[config.mk]
export PLATFORM = sky130hd
export DESIGN_NAME = utf8_sequence_encoder_core
export DESIGN_NICKNAME = d
export VERILOG_FILES = /design/src/rtl/u8enc_pkg.sv /design/src/rtl/u8enc_ctrl.sv /design/src/rtl/u8enc_datapath.sv /design/src/rtl/utf8_sequence_encoder_core.sv
export SDC_FILE = /design/constraint.sdc
export NUM_CORES = 1
export LEC_CHECK = 0
export BUFFER_PORTS_ARGS = -buffer_cell sky130_fd_sc_hd__buf_4
export CORE_MARGIN = 3
export CORE_UTILIZATION = 60
export CTS_BUF_LIST = sky130_fd_sc_hd__clkbuf_2 sky130_fd_sc_hd__clkbuf_4 sky130_fd_sc_hd__clkbuf_8
export DETAILED_ROUTE_END_ITERATION = 7
export PLACE_DENSITY = 0.93
export SLEW_MARGIN = 20
export SYNTH_ARGS = -nofsm -noshare
export SYNTH_HDL_FRONTEND = slang
export SYNTH_SLANG_ARGS = --single-unit
[constraint.sdc]
create_clock -name aclk -period 8.4 [get_ports aclk]
set_input_delay 0.42 -clock aclk [delete_from_list [all_inputs] [get_ports aclk]]
set_output_delay 0.42 -clock aclk [all_outputs]
set_load 0.01 [all_outputs]
[src/rtl/u8enc_pkg.sv]
`default_nettype none

package u8enc_pkg;

    typedef enum logic [0:0] {
        ST_IDLE = 1'b0,
        ST_EMIT = 1'b1
    } state_t;

    // controller -> datapath
    typedef struct packed {
        logic load;
        logic advance;
    } dp_cmd_t;

    // datapath -> controller
    typedef struct packed {
        logic last_byte;
    } dp_status_t;

    localparam logic [31:0] LEN_MASK_1 = 32'hFFFF_FF80;
    localparam logic [31:0] LEN_MASK_2 = 32'hFFFF_F800;
    localparam logic [31:0] LEN_MASK_3 = 32'hFFFF_0000;
    localparam logic [31:0] LEN_MASK_4 = 32'hFFE0_0000;
    localparam logic [31:0] LEN_MASK_5 = 32'hFC00_0000;

    localparam logic [7:0] PREFIX_2 = 8'hC0;
    localparam logic [7:0] PREFIX_3 = 8'hE0;
    localparam logic [7:0] PREFIX_4 = 8'hF0;
    localparam logic [7:0] PREFIX_5 = 8'hF8;
    localparam logic [7:0] PREFIX_6 = 8'hFC;

    localparam logic [5:0] CONT_MASK   = 6'h3F;
    localparam logic [1:0] CONT_PREFIX = 2'b10;

    localparam logic [3:0] BYTE_LIMIT_RESET = 4'd8;

endpackage

`default_nettype wire

[src/rtl/u8enc_ctrl.sv]
`default_nettype none

module u8enc_ctrl (
    input  wire logic                  aclk,
    input  wire logic                  aresetn,
    input  wire logic                  s_tvalid,
    output logic                       s_tready,
    output logic                       m_tvalid,
    input  wire logic                  m_tready,
    output u8enc_pkg::dp_cmd_t         cmd,
    input  wire u8enc_pkg::dp_status_t status
);

    u8enc_pkg::state_t state_reg, state_next;

    always_ff @(posedge aclk) begin
        if (!aresetn) begin
            state_reg <= u8enc_pkg::ST_IDLE;
        end else begin
            state_reg <= state_next;
        end
    end

    always_comb begin
        state_next = state_reg;
        case (state_reg)
            u8enc_pkg::ST_IDLE: begin
                if (s_tvalid) state_next = u8enc_pkg::ST_EMIT;
            end
            u8enc_pkg::ST_EMIT: begin
                if (m_tready && status.last_byte) state_next = u8enc_pkg::ST_IDLE;
            end
            default: state_next = u8enc_pkg::ST_IDLE;
        endcase
    end

    always_comb begin
        s_tready    = 1'b0;
        m_tvalid    = 1'b0;
        cmd.load    = 1'b0;
        cmd.advance = 1'b0;
        case (state_reg)
            u8enc_pkg::ST_IDLE: begin
                s_tready = 1'b1;
                cmd.load = s_tvalid;
            end
            u8enc_pkg::ST_EMIT: begin
                m_tvalid    = 1'b1;
                cmd.advance = m_tready;
            end
            default: begin
                s_tready = 1'b0;
            end
        endcase
    end

endmodule

`default_nettype wire

[src/rtl/u8enc_datapath.sv]
`default_nettype none

module u8enc_datapath (
    input  wire logic               aclk,
    input  wire logic               aresetn,
    input  wire logic [31:0]        code_point,
    input  wire logic               cfg_we,
    input  wire logic [3:0]         cfg_data,
    input  wire u8enc_pkg::dp_cmd_t cmd,
    output u8enc_pkg::dp_status_t   status,
    output logic [7:0]              out_byte,
    output logic [2:0]              byte_index,
    output logic [2:0]              reported_count
);

    logic [3:0]  byte_limit_reg;
    logic [31:0] cp_reg;
    logic [2:0]  len_reg, report_reg, emit_reg, idx_reg;
    logic [2:0]  len_next, report_next, emit_next, idx_next;
    logic [2:0]  group;
    logic [5:0]  cont_bits;
    logic [7:0]  lead_byte;

    always_ff @(posedge aclk) begin
        if (!aresetn) begin
            byte_limit_reg <= u8enc_pkg::BYTE_LIMIT_RESET;
        end else if (cfg_we) begin
            byte_limit_reg <= cfg_data;
        end
    end

    always_comb begin
        if ((code_point & u8enc_pkg::LEN_MASK_1) == 32'd0)      len_next = 3'd1;
        else if ((code_point & u8enc_pkg::LEN_MASK_2) == 32'd0) len_next = 3'd2;
        else if ((code_point & u8enc_pkg::LEN_MASK_3) == 32'd0) len_next = 3'd3;
        else if ((code_point & u8enc_pkg::LEN_MASK_4) == 32'd0) len_next = 3'd4;
        else if ((code_point & u8enc_pkg::LEN_MASK_5) == 32'd0) len_next = 3'd5;
        else                                                    len_next = 3'd6;

        if ({1'b0, len_next} < byte_limit_reg) report_next = len_next;
        else                                   report_next = byte_limit_reg[2:0];

        // a zero limit still sends the lead byte
        emit_next = (report_next == 3'd0) ? 3'd1 : report_next;
        idx_next  = cmd.load ? 3'd0 : idx_reg + 3'd1;
    end

    always_ff @(posedge aclk) begin
        if (cmd.load) begin
            cp_reg     <= code_point;
            len_reg    <= len_next;
            report_reg <= report_next;
            emit_reg   <= emit_next;
        end
        if (cmd.load || cmd.advance) begin
            idx_reg <= idx_next;
        end
    end

    // six-bit group that feeds the current continuation byte
    assign group = len_reg - 3'd1 - idx_reg;

    always_comb begin
        case (group)
            3'd0:    cont_bits = cp_reg[5:0];
            3'd1:    cont_bits = cp_reg[11:6];
            3'd2:    cont_bits = cp_reg[17:12];
            3'd3:    cont_bits = cp_reg[23:18];
            3'd4:    cont_bits = cp_reg[29:24];
            default: cont_bits = {4'd0, cp_reg[31:30]};
        endcase
        cont_bits = cont_bits & u8enc_pkg::CONT_MASK;

        case (len_reg)
            3'd1:    lead_byte = cp_reg[7:0];
            3'd2:    lead_byte = cp_reg[13:6]  | u8enc_pkg::PREFIX_2;
            3'd3:    lead_byte = cp_reg[19:12] | u8enc_pkg::PREFIX_3;
            3'd4:    lead_byte = cp_reg[25:18] | u8enc_pkg::PREFIX_4;
            3'd5:    lead_byte = cp_reg[31:24] | u8enc_pkg::PREFIX_5;
            default: lead_byte = {6'd0, cp_reg[31:30]} | u8enc_pkg::PREFIX_6;
        endcase
    end

    assign out_byte         = (idx_reg == 3'd0) ? lead_byte : {u8enc_pkg::CONT_PREFIX, cont_bits};
    assign byte_index       = idx_reg;
    assign reported_count   = report_reg;
    assign status.last_byte = (idx_reg == emit_reg - 3'd1);

endmodule

`default_nettype wire

[src/rtl/utf8_sequence_encoder_core.sv]
`default_nettype none

// channel  | dir | handshake              | payload
// s_       | in  | s_tvalid / s_tready    | code point
// m_       | out | m_tvalid / m_tready    | encoded byte, index, count, tlast
// cfg_     | in  | cfg_valid / cfg_ready  | byte limit
//
// One code point at a time: the block accepts it in idle, then sends its
// bytes in order (1 to 6 bytes, count set by length and byte limit), each
// held until taken. The byte counter in the datapath steps through them.
// Reset is synchronous, active low; byte limit returns to 8.
// A stall on m_ holds the current byte; s_tready stays low until the last
// byte has gone. Config writes are always taken.

module utf8_sequence_encoder_core (
    input  wire logic        aclk,
    input  wire logic        aresetn,
    input  wire logic        s_tvalid,
    output logic             s_tready,
    input  wire logic [31:0] s_tdata,   // [31:0] code_point
    output logic             m_tvalid,
    input  wire logic        m_tready,
    output logic [15:0]      m_tdata,   // [7:0] out_byte, [10:8] byte_index,
                                        // [13:11] reported_count, [15:14] zero
    output logic             m_tlast,
    input  wire logic        cfg_valid,
    output logic             cfg_ready,
    input  wire logic [3:0]  cfg_data
);

    u8enc_pkg::dp_cmd_t    cmd;
    u8enc_pkg::dp_status_t status;
    logic [7:0] out_byte;
    logic [2:0] byte_index, reported_count;

    assign cfg_ready = 1'b1;

    u8enc_ctrl u_ctrl (
        .aclk     (aclk),
        .aresetn  (aresetn),
        .s_tvalid (s_tvalid),
        .s_tready (s_tready),
        .m_tvalid (m_tvalid),
        .m_tready (m_tready),
        .cmd      (cmd),
        .status   (status)
    );

    u8enc_datapath u_dp (
        .aclk           (aclk),
        .aresetn        (aresetn),
        .code_point     (s_tdata),
        .cfg_we         (cfg_valid && cfg_ready),
        .cfg_data       (cfg_data),
        .cmd            (cmd),
        .status         (status),
        .out_byte       (out_byte),
        .byte_index     (byte_index),
        .reported_count (reported_count)
    );

    assign m_tdata = {2'b00, reported_count, byte_index, out_byte};
    assign m_tlast = status.last_byte;

    // one code point in flight at most
    a_excl: assert property (@(posedge aclk) disable iff (!aresetn)
        !(s_tready && m_tvalid))
        else $error("input ready while bytes pending");

    // an accepted code point starts with its lead byte
    a_lead: assert property (@(posedge aclk) disable iff (!aresetn)
        (s_tvalid && s_tready) |=> (m_tvalid && m_tdata[10:8] == 3'd0))
        else $error("sequence does not start at lead byte");

    // last byte handed off returns the block to idle
    a_done: assert property (@(posedge aclk) disable iff (!aresetn)
        (m_tvalid && m_tready && m_tlast) |=> (!m_tvalid && s_tready))
        else $error("block not idle after last byte");

    // continuation bytes never reach the reported count
    a_index: assert property (@(posedge aclk) disable iff (!aresetn)
        m_tvalid |-> (m_tdata[10:8] == 3'd0 || m_tdata[10:8] < m_tdata[13:11]))
        else $error("byte index beyond reported count");

endmodule

`default_nettype wire
; Word level (Yosys, flattened, before mapping)
; Index checks and enable logic that the tools add are counted.
[totals]
register_bits = 49
input_bits = 41
word_cells = 49
output_inout_bits = 20
[classes]
eq_ne = 10
n_reduce_logical = 10
muxes = 16
order_cmp = 1
bitwise_logic = 1
add_sub_neg = 4
[op_table]
columns = cell, count
row1 = $logic_not 32->1, 5
row2 = $pmux 8 s5, 1
row3 = $pmux 6 s5, 1
row4 = $mux 3, 5
row5 = $eq 3x2->1 const B, 4
row6 = $eq 3x3->1 const B, 3
row7 = $logic_not 3->1, 3
row8 = $mux 8, 1
row9 = $eq 3x1->1 const B, 2
row10 = $mux 1, 6
row11 = $sub 3x1->3 const B, 2
row12 = $lt 3x4->1, 1
row13 = $add 3x1->3 const B, 1
row14 = $eq 3x3->1, 1
row15 = $sub 3x3->3, 1
row16 = $mux 2, 1
row17 = $pmux 1 s2, 1
row18 = $logic_and 1x1->1, 1
row19 = $logic_or 1x1->1, 1
row20 = $not 1->1, 1

; Depth between registers and ports, before layout
; Gate-level depths: netlist (run 1).
[logic_depth]
depth_word = 9
mapped_depth = 10
depth_no_buf = 9

; Modules after synthesis
; Synthesis (run 1) repeated with hierarchy kept, for this count alone.
[hier_totals]
cells_unflattened = 235
area_unflattened_um2 = 2673.8
[modules_own_cells]
columns = module, instances, area_per_inst_um2, seq_area_each_um2, cells_each
row1 = u8enc_datapath, 1, 2588.7, 1401.3, 224
row2 = u8enc_ctrl, 1, 55.1, 20.0, 6
row3 = utf8_sequence_encoder_core, 1, 30.0, 0.0, 5

; Worst setup path before layout (run 1)
; Ideal clock, no wire load.
[synth_path]
kind = input-to-reg
from = input port s_tdata[15]
to = register u_dp.emit_reg[1], data pin
setup_time_ns = 0.261
slack_ns = 5.426
n_path_buf = 0
required_time_ns = 8.139
arrival_time_ns = 2.713
path_stages = 8
path_cell_list = or4_1 > or3b_1 > a31o_1 > ha_1 > o21a_1 > o21bai_1 > nor3_1 > o32a_1
[synth_between]
elab_chain_cells = 6
word_cells_on_any_way = 7
cone_classes = 1 x order compare / 3 x mux / 3 x reduce/logical
[synth_rtl]
columns = element, line_no
row1 = from (decl), utf8_sequence_encoder_core.sv:20  ; input wire logic [31:0] s_tdata,
row2 = $logic_not 32->1, u8enc_datapath.sv:34  ; else if ((code_point & u8enc_pkg::LEN_MASK_2) == 32'd0) len_next = 3'd2;
row3 = $mux 3, u8enc_datapath.sv:34
row4 = $mux 3 (*), u8enc_datapath.sv:33  ; if ((code_point & u8enc_pkg::LEN_MASK_1) == 32'd0) len_next = 3'd1;
row5 = via u_dp.len_next[1], u8enc_datapath.sv:19  ; logic [2:0] len_next, report_next, emit_next, idx_next;
row6 = $lt 3x4->1, u8enc_datapath.sv:40  ; if ({1'b0, len_next} < byte_limit_reg) report_next = len_next;
row7 = $mux 3 (*), u8enc_datapath.sv:40
row8 = $logic_not 3->1, u8enc_datapath.sv:44  ; emit_next = (report_next == 3'd0) ? 3'd1 : report_next;
row9 = to (signal assigned), u8enc_datapath.sv:53  ; emit_reg <= emit_next;
row10 = to (decl), u8enc_datapath.sv:18  ; logic [2:0] len_reg, report_reg, emit_reg, idx_reg;
; Mark *: on every way through the listed nets, which the timed path passes. The rest lies on a longest branch.
; A chain may end at the register's enable or synchronous reset.

; Worst setup path in the final report (run 1)
[layout_path]
from = register u_dp.len_reg[0]
to = output port m_tdata[3]
[layout_between]
elab_chain_cells = 5
word_cells_on_any_way = 15
cone_classes = 2 x add/sub / 9 x eq/ne / 3 x mux / 1 x reduce/logical
[layout_rtl]
columns = element, line_no
row1 = from (decl), u8enc_datapath.sv:18
row2 = from (signal assigned), u8enc_datapath.sv:51  ; len_reg <= len_next;
row3 = $sub 3x1->3, u8enc_datapath.sv:61  ; assign group = len_reg - 3'd1 - idx_reg;
row4 = $sub 3x3->3, u8enc_datapath.sv:61
row5 = "$eq 3x3->1, or another cell as far along", u8enc_datapath.sv:64  ; case (group)
row6 = $pmux 6 s5, u8enc_datapath.sv:64
row7 = $mux 8 (*), u8enc_datapath.sv:84  ; assign out_byte = (idx_reg == 3'd0) ? lead_byte : {u8enc_pkg::CONT_PREFIX, cont_bits};
row8 = to (decl), utf8_sequence_encoder_core.sv:23  ; output logic [15:0] m_tdata,
; Mark *: on every way between the ends. The rest lies on a longest branch, timed or not.

==> qor_table.md, run 1 <==
| Parameter | Value |
|:---|:---|
| Result of the run | completed |
| Wire length of the first global-routing pass | 9980 µm |
| Initial DRC Count | 372 |
| Layout cell share with drive strength beyond 1 | 28.2% |
| Aggregate routed wire length | 6440 µm |
| Effective utilization at floorplan | 64.3% |
| Area of the mapped netlist | 2650 µm² |
| Worst R2R Path Depth | 7 |
| Top cell types by occurrence after synthesis | 44 x sky130_fd_sc_hd__edfxtp_1, 18 x sky130_fd_sc_hd__a21oi_1, 16 x sky130_fd_sc_hd__mux2i_1 |
| Synth area leaders | sky130_fd_sc_hd__edfxtp_1 50%, sky130_fd_sc_hd__mux2i_1 6.1%, sky130_fd_sc_hd__dfxtp_1 3.8% |
| Setup repair after global routing missed its margin | no |
| Number of distinct library cells after synthesis | 48 |
| Leading area contributor after synthesis | sky130_fd_sc_hd__edfxtp_1 |
| Multi-input logic area | 1140 µm² |
| Post-synthesis instance total | 225 |
| CP Data Arrival Time | 3.19 ns |
| Ordered list of cells on the worst path | ha_1 -> inv_1 -> fa_1 -> xnor2_1 -> xnor2_2 -> and3_1 -> o21ai_0 -> a22oi_1 -> buf_4 |
| Final cycle utilization of the critical path | 42.9% |
| Die Footprint | 5240 µm² |
| Worst slew slack as a fraction of its limit | 55.7% |
| Maximum single-stage delay on the critical path | 0.71 ns |
| Hold buffers post-CTS | 0 |
| CTS tree | yes |
| Final count of pins violating max slew | 0 |
| Transition at the pin with the smallest max-transition slack | 0.663 ns |
| Post-cts sizing count | 0 |
| Data required time of the worst path | 7.98 ns |
| Flip-flop count of the largest register after layout | 32 |
| Max stage delay cell, worst path | sky130_fd_sc_hd__edfxtp_1 |
| Total count of hold-check failures in the final report | 0 |
| Post-synthesis sequential element count | 49 |
| Clock period minus final worst setup slack | 3.61 ns |
| Grt ovf | 0 |
| Maximum fanout encountered on the critical timing path | 13 |
| Signed area change from the synthesized netlist to the final layout | 21.1% |
| Critical path capture point type | primary output |
| Routed length on met1 | 2440 µm |
| Number of buffers inserted during clock tree synthesis | 5 |
| Latest clock arrival within the worst-skew pair | 0.31 ns |
| Source of the worst hold timing path | s_tdata[5] |
| Initial antenna violation count | 0 |
| Global-route total usage across every layer | 25.3% |
| Bufs and invs on worst path | 2 |
| Fraction of synthesis flops using an asynchronous set or reset pin | 0% |
| Sum Neg Setup Slack | 0 ns |
| Remaining antenna violation count | 0 |
| Fillcell total | 220 |
| Highest metal layer with signal wires | met4 |
| Hold slack | 0.281 ns |
| Most instantiated flip-flop cell in the synthesis netlist | sky130_fd_sc_hd__edfxtp_1 |
| Number of buffers on the longest clock path | 2 |
| Met2 wire len | 3230 µm |
| Mean instance size in the synthesized netlist | 11.8 µm² |
| Family with the most delay on the worst path | XOR/XNOR gates |
| Hold WC Path Type | in -> reg |
| I/O pins | 61 |
| Area taken by flip-flops and latches | 1420 µm² |
| Seq/Total Area, Yosys | 53.7% |
| Maximum level of the CTS H-tree | 2 |
| Setup crit start | u_dp.len_reg[0] |
| Maximum operating frequency | 277 MHz |
| Routed met3 length | 618 µm |
| Maxcap violations | 0 |
| Setup-failing EPs final | 0 |
| Number of buffers inserted by port buffering | 57 |
| Clock-pin slew reported for the worst setup and hold paths after clock tree synthesis | 0.09 ns |
| Hpwl dp | 4570 µm |
| Count of clock tree sinks | 49 |
| Yosys warns | 0 |
| CP Class | reg -> out |
| Clock root cell | sky130_fd_sc_hd__clkbuf_8 |
| Pin count of the biggest net entering global routing | 47 |
| Overall die height | 72.4 µm |
| Num rows | 23 |
| Power density of the placed cells | 188 nW/µm² |
| Vias post-DR | 2123 |
| Worst Setup Start Kind | flop |
| Number of buffers inserted by post-CTS setup repair | 0 |
| CORE AREA | 4120 µm² |
| Drt first pass iters | 5 |
| Count of flip-flops with a built-in enable after synthesis | 44 |
| Cell depth of the worst setup path | 9 |
| Routed len/inst | 19.5 µm |
| Post-layout nets | 327 |
| Final worst clock skew | 0.00408 ns |
| Share of the synthesized area in the top cell type | 50.0% |
| Antenna Cells | 0 |
| Register-to-register setup slack | 6.21 ns |
| Routed vias/inst | 6.43 |
| Final routed DRC violation total | 0 |
| Worst vdd ir | 0.000135 V |
| Die W | 72.4 µm |
| Placer Congestion | 0.940 |
| Reg2Reg Launch Point | u_dp.byte_limit_reg[2] |
| Leak | 1.28 nW |
| Vias in the first global route | 2042 |
| Leading cell type by number of instances after synthesis | sky130_fd_sc_hd__edfxtp_1 |
| Worst hold path depth | 1 |
[placed cells by master (no fill, tap or decap), types with 4 or more instances in the layout]
cell type / n
sky130_fd_sc_hd__a21oi_1: 18
sky130_fd_sc_hd__a22oi_1: 5
sky130_fd_sc_hd__and3_1: 4
sky130_fd_sc_hd__buf_4: 57
sky130_fd_sc_hd__clkbuf_8: 5
sky130_fd_sc_hd__dfxtp_1: 5
sky130_fd_sc_hd__edfxtp_1: 44
sky130_fd_sc_hd__ha_1: 6
sky130_fd_sc_hd__inv_1: 12
sky130_fd_sc_hd__mux2_2: 7
sky130_fd_sc_hd__mux2i_1: 16
sky130_fd_sc_hd__nand2_1: 5
sky130_fd_sc_hd__nand2b_1: 5
sky130_fd_sc_hd__nor2_1: 15
sky130_fd_sc_hd__nor2b_1: 7
sky130_fd_sc_hd__o21ai_0: 8
sky130_fd_sc_hd__o32a_1: 4
sky130_fd_sc_hd__or4_1: 4
sky130_fd_sc_hd__xnor2_1: 6
[final timing paths]
check / endpoint
hold / removal: u_dp.cp_reg[5]
hold reg to reg: u_dp.byte_limit_reg[0]
setup / recovery: m_tdata[3]
setup reg to reg: u_dp.reported_count[2]
[metal layers]
metal,vias up,GRT usage [%]
met4,0,11.1
met5,-,0
li1,953,-
met2,156,40.1
met3,20,6.23
met1,994,33.2
[cell families after synthesis]
kind of cell,share of synthesized area [%]
and+or+nand+nor,12.9
AOI/OAI and AO/OA,14.0
DFF,53.7
buffers and inverters,3.83
muxes,9.04
xor gates and xnor gates,2.65
adders and majority gates,3.60
other,0.284
[power by group]
part / leakage (nW) / total, mW / internal, mW / switching, mW
logic: 0.785 / 0.165 / 0.0812 / 0.0840
registers: 0.454 / 0.302 / 0.286 / 0.0160
clock network: 0.0455 / 0.137 / 0.0577 / 0.0792
total: 1.28 / 0.604 / 0.425 / 0.179
[through the flow]
step	instances	power [mW]	cell area, µm²	setup WS (ns)	util [%]
floorplan	226	0.401	2650	5.43	-
global placement	321	0.461	3090	5.04	75.1
detailed placement	321	0.465	3090	4.91	75.1
CTS	329	0.600	3180	4.54	77.2
global route	330	0.633	3200	4.66	77.9
finish	330	0.604	3200	4.79	77.9
[area by class of cell]
type,count,area share [%]
clock buffer,5,2.15
inverter,12,1.41
multi-input combinational,153,35.6
tap,50,1.95
timing repair buffer,58,14.0
sequential,49,44.4
clock inverter,3,0.547
[worst reg2reg max path: cells and delay by family (launching register included)]
kind / cells / cell delay, ns
AO/OA/AOI/OAI: 1 / 0.24
adder cells (fa/ha/maj): 1 / 0.21
buffers and inverters: 1 / 0.07
flip-flops: 1 / 0.43
AND/OR/NAND/NOR: 4 / 0.99
Note: power is estimated with default switching activity, not from simulation.
==> inputs of run 2 (changes only) <==
Settings changed: ABC_AREA set to 1, CORE_UTILIZATION 60 to 56, PLACE_DENSITY 0.93 to 0.88.
Clock period 8.4 ns to 3.5 ns, I/O delays scaled along.
==> run 2 against run 1 <==
Against the previous run: design area is 0.20% lower; worst setup slack got worse by 4.4 ns; flip-flop and latch count unchanged; final cell count rose by 25%; combinational power is 100% higher.
==> qor_table.md, run 2 <==
| Parameter | Value | Change |
|:---|:---|:---|
| Ordered list of cells on the worst path | inv_1 -> ha_1 -> inv_1 -> fa_1 -> xor2_2 -> xor2_1 -> nor3_1 -> nand2_1 -> o21ai_0 -> o21ai_1 -> o21ai_0 -> buf_4 |  |
| Internal Power | 0.995 mW | +130% |
| Part of the total power dissipated in sequential elements | 50.6% | +0.6 points |
| Share of the synthesized area in the top cell type | 50.5% | +0.55 points |
| Die Footprint | 5530 µm² | +5.5% |
| Num rows | 24 | +4.3% |
| XOR/XNOR Fraction of Synth Area | 3.25% | +0.60 points |
| Family with the most delay on the worst path | simple AND/OR/NAND/NOR gates |  |
| Hold buffers post-CTS | 0 | unchanged |
| Post-synthesis sequential element count | 49 | unchanged |
| Number of buffers inserted by port buffering | 57 | unchanged |
| Clock period minus final worst setup slack | 3.15 ns |  |
| Setup-failing EPs final | 0 | unchanged |
| Combinational family with the most area after synthesis | simple AND/OR/NAND/NOR gates |  |
| Leading area contributor after synthesis | sky130_fd_sc_hd__edfxtp_1 |  |
| Post-layout nets | 407 | +24% |
| Routed vias/inst | 5.39 | -16% |
| Source of the worst hold timing path | s_tdata[4] |  |
| Maximum level of the CTS H-tree | 2 | unchanged |
| Hold slack | 0.0473 ns | -0.234 ns |
| Most frequent cells in the layout | 72 x sky130_fd_sc_hd__nand2_1, 58 x sky130_fd_sc_hd__buf_4, 54 x sky130_fd_sc_hd__inv_1, 44 x sky130_fd_sc_hd__edfxtp_1, 35 x sky130_fd_sc_hd__nor2_1 |  |
| Clock-pin slew reported for the worst setup and hold paths after clock tree synthesis | 0.09 ns | about the same |
| Count of placed standard cells including taps | 404 | +26% |
| Hold WC Path Type | in -> reg |  |
| Worst Setup Start Kind | flop |  |
| Count of flip-flops with a built-in enable after synthesis | 44 | unchanged |
| Leak | 1.46 nW | +14% |
| Antenna Cells | 0 | unchanged |
| Pin count of the biggest net entering global routing | 40 | -15% |
| Power share of the combinational group | 24.0% | -3.3 points |
| Total count of hold-check failures in the final report | 0 | unchanged |
| Register-to-register setup slack | 1.94 ns | -4.27 ns |
| Leading cell type in the layout, fill and taps excluded | sky130_fd_sc_hd__nand2_1 |  |
| Power density of the placed cells | 438 nW/µm² | +130% |
| Remaining antenna violation count | 0 | unchanged |
| Portion of netlist area occupied by mux cells | 0% | -9.0 points |
| Aggregate routed wire length | 6130 µm | -4.9% |
| Final worst clock skew | 0.00633 ns | +0.00225 ns |
| Post-Synth Simple-Gate Area | 21.3% | +8.4 points |
| Effective utilization at floorplan | 58.9% | -5.4 points |
| CP Data Arrival Time | 2.98 ns | -0.21 ns |
| Share of power burned in the clock network | 25.3% | +2.6 points |
| Die W | 74.4 µm | +2.7% |
| Maximum fanout encountered on the critical timing path | 6 | -7 |
| Critical path capture point type | primary output |  |
| Number of buffers on the longest clock path | 2 | unchanged |
| Switching part of the total | 29.0% | -0.69 points |
| CTS tree | yes |  |
| Signed area change from the synthesized netlist to the final layout | 22.2% |  |
| Fraction of synthesis flops using an asynchronous set or reset pin | 0% | unchanged |
| Result of the run | completed |  |
| Switching power | 0.406 mW | +130% |
| Mean instance size in the synthesized netlist | 8.84 µm² | -25% |
| Grt ovf | 0 | unchanged |
| Post-synthesis instance total | 296 | +32% |
| Overall die height | 74.4 µm | +2.7% |
| Bufs and invs on worst path | 3 | +1 |
| Post-cts sizing count | 0 | unchanged |
| Final routed DRC violation total | 0 | unchanged |
| Max stage delay cell, worst path | sky130_fd_sc_hd__nor3_1 |  |
| Worst vdd ir | 0.000351 V | +160% |
| Worst slew slack as a fraction of its limit | 49.4% | -6.3 points |
| Initial antenna violation count | 0 | unchanged |
| Synthesized-area fraction occupied by adder cells | 3.63% | +0.040 points |
| Global-route total usage across every layer | 23.7% | -1.6 points |
| Initial DRC Count | 220 | -41% |
| Total Power Consumption | 1.40 mW | +130% |
| Area of the mapped netlist | 2620 µm² | -1.1% |
| Sum Neg Setup Slack | 0 ns | unchanged |
| Number of buffers inserted by post-CTS setup repair | 0 | unchanged |
| Setup repair after global routing missed its margin | no |  |
| Top cell types by occurrence after synthesis | 72 x sky130_fd_sc_hd__nand2_1, 54 x sky130_fd_sc_hd__inv_1, 44 x sky130_fd_sc_hd__edfxtp_1 |  |
| Reg2Reg Launch Point | u_ctrl.state_reg |  |
| Clock root cell | sky130_fd_sc_hd__clkbuf_8 |  |
| Post-route non-filler standard cell count | 412 | +25% |
| Maximum operating frequency | 317 MHz |  |
| Layout cell share with drive strength beyond 1 | 20.3% | -7.9 points |
| Data required time of the worst path | 3.32 ns | -4.66 ns |
| Drt first pass iters | 5 | unchanged |
| Leading cell type by number of instances after synthesis | sky130_fd_sc_hd__nand2_1 |  |
| Final Core Density | 72.0% | -5.9 points |
| Placer Congestion | 0.943 | +0.40% |
| Maxcap violations | 0 | unchanged |
| Number of buffers inserted during clock tree synthesis | 5 | unchanged |
| Compound-Gate Fraction of Synth Area | 8.27% | -5.7 points |
| Count of clock tree sinks | 49 | unchanged |
| Most instantiated flip-flop cell in the synthesis netlist | sky130_fd_sc_hd__edfxtp_1 |  |
| I/O pins | 61 | unchanged |
| Vias post-DR | 2219 | +4.5% |
| Setup crit start | u_dp.byte_index[0] |  |
| Wire length of the first global-routing pass | 9700 µm | -2.8% |
| Seq/Total Area, Yosys | 54.3% | +0.59 points |
| Yosys warns | 0 | unchanged |
| Transition at the pin with the smallest max-transition slack | 0.753 ns | +0.0908 ns |
| Synth area leaders | sky130_fd_sc_hd__edfxtp_1 51%, sky130_fd_sc_hd__nand2_1 10%, sky130_fd_sc_hd__inv_1 7.7% |  |
| CORE AREA | 4440 µm² | +8.0% |
| Vias in the first global route | 2108 | +3.2% |
| Final cycle utilization of the critical path | 90.1% |  |
| Flip-flop count of the largest register after layout | 32 | unchanged |
| Fillcell total | 342 | +55% |
| Routed len/inst | 14.9 µm | -24% |
| Hpwl dp | 4970 µm | +8.7% |
| Final count of pins violating max slew | 0 | unchanged |
| Maximum single-stage delay on the critical path | 0.60 ns | -0.11 ns |
| CP Class | reg -> out |  |
| Number of distinct library cells after synthesis | 31 | -35% |
| Latest clock arrival within the worst-skew pair | 0.30 ns | about the same |
[run 2: worst paths after layout]
check	to	cells after the start
setup / recovery	m_tdata[2]	12
hold / removal	u_dp.cp_reg[4]	1
setup reg to reg	u_dp.cp_reg[27]	4
hold reg to reg	u_dp.byte_limit_reg[0]	2
[run 2: cells by family after synthesis]
group	after synthesis
and+or+nand+nor	134
buffers and inverters	59
DFF	49
AOI/OAI and AO/OA	37
xor gates and xnor gates	8
adders and majority gates	7
other	2
[run 2: final cells by class]
class	instances	area (µm²)	share of cell area [%]
Sequential cell	49	1420	44.4
Multi-Input combinational cell	189	965	30.2
Timing Repair Buffer	58	435	13.6
Inverter	56	211	6.61
Clock buffer	6	82.6	2.58
Tap cell	52	65.1	2.03
Clock inverter	2	17.5	0.548
[run 2: power by group through the flow]
stage          registers, mW  logic [mW]  clock network [mW]
2_1_floorplan          0.718       0.191                   0
3_3_place_gp           0.720       0.323                   0
3_5_place_dp           0.722       0.336                   0
4_1_cts                0.709       0.337               0.366
5_1_grt                0.713       0.375               0.389
6_report               0.709       0.337               0.355
[run 2: layer usage]
layer,wire length (µm),share of wire (%),up-vias,track usage [%]
met5,0,0,-,0
met4,44,0.72,0,7.31
met3,385,6.3,8,5.41
met2,3130,51,104,40.3
met1,2570,42,1021,30.5
li1,-,-,1086,-
[run 2: per-stage QoR]
stage / area (µm²) / setup WS [ns]
2_1_floorplan: 2620 / 1.06
4_1_cts: 3200 / 0.369
3_3_place_gp: 3100 / 0.850
3_5_place_dp: 3100 / 0.709
6_report: 3200 / 0.345
5_1_grt: 3200 / 0.141
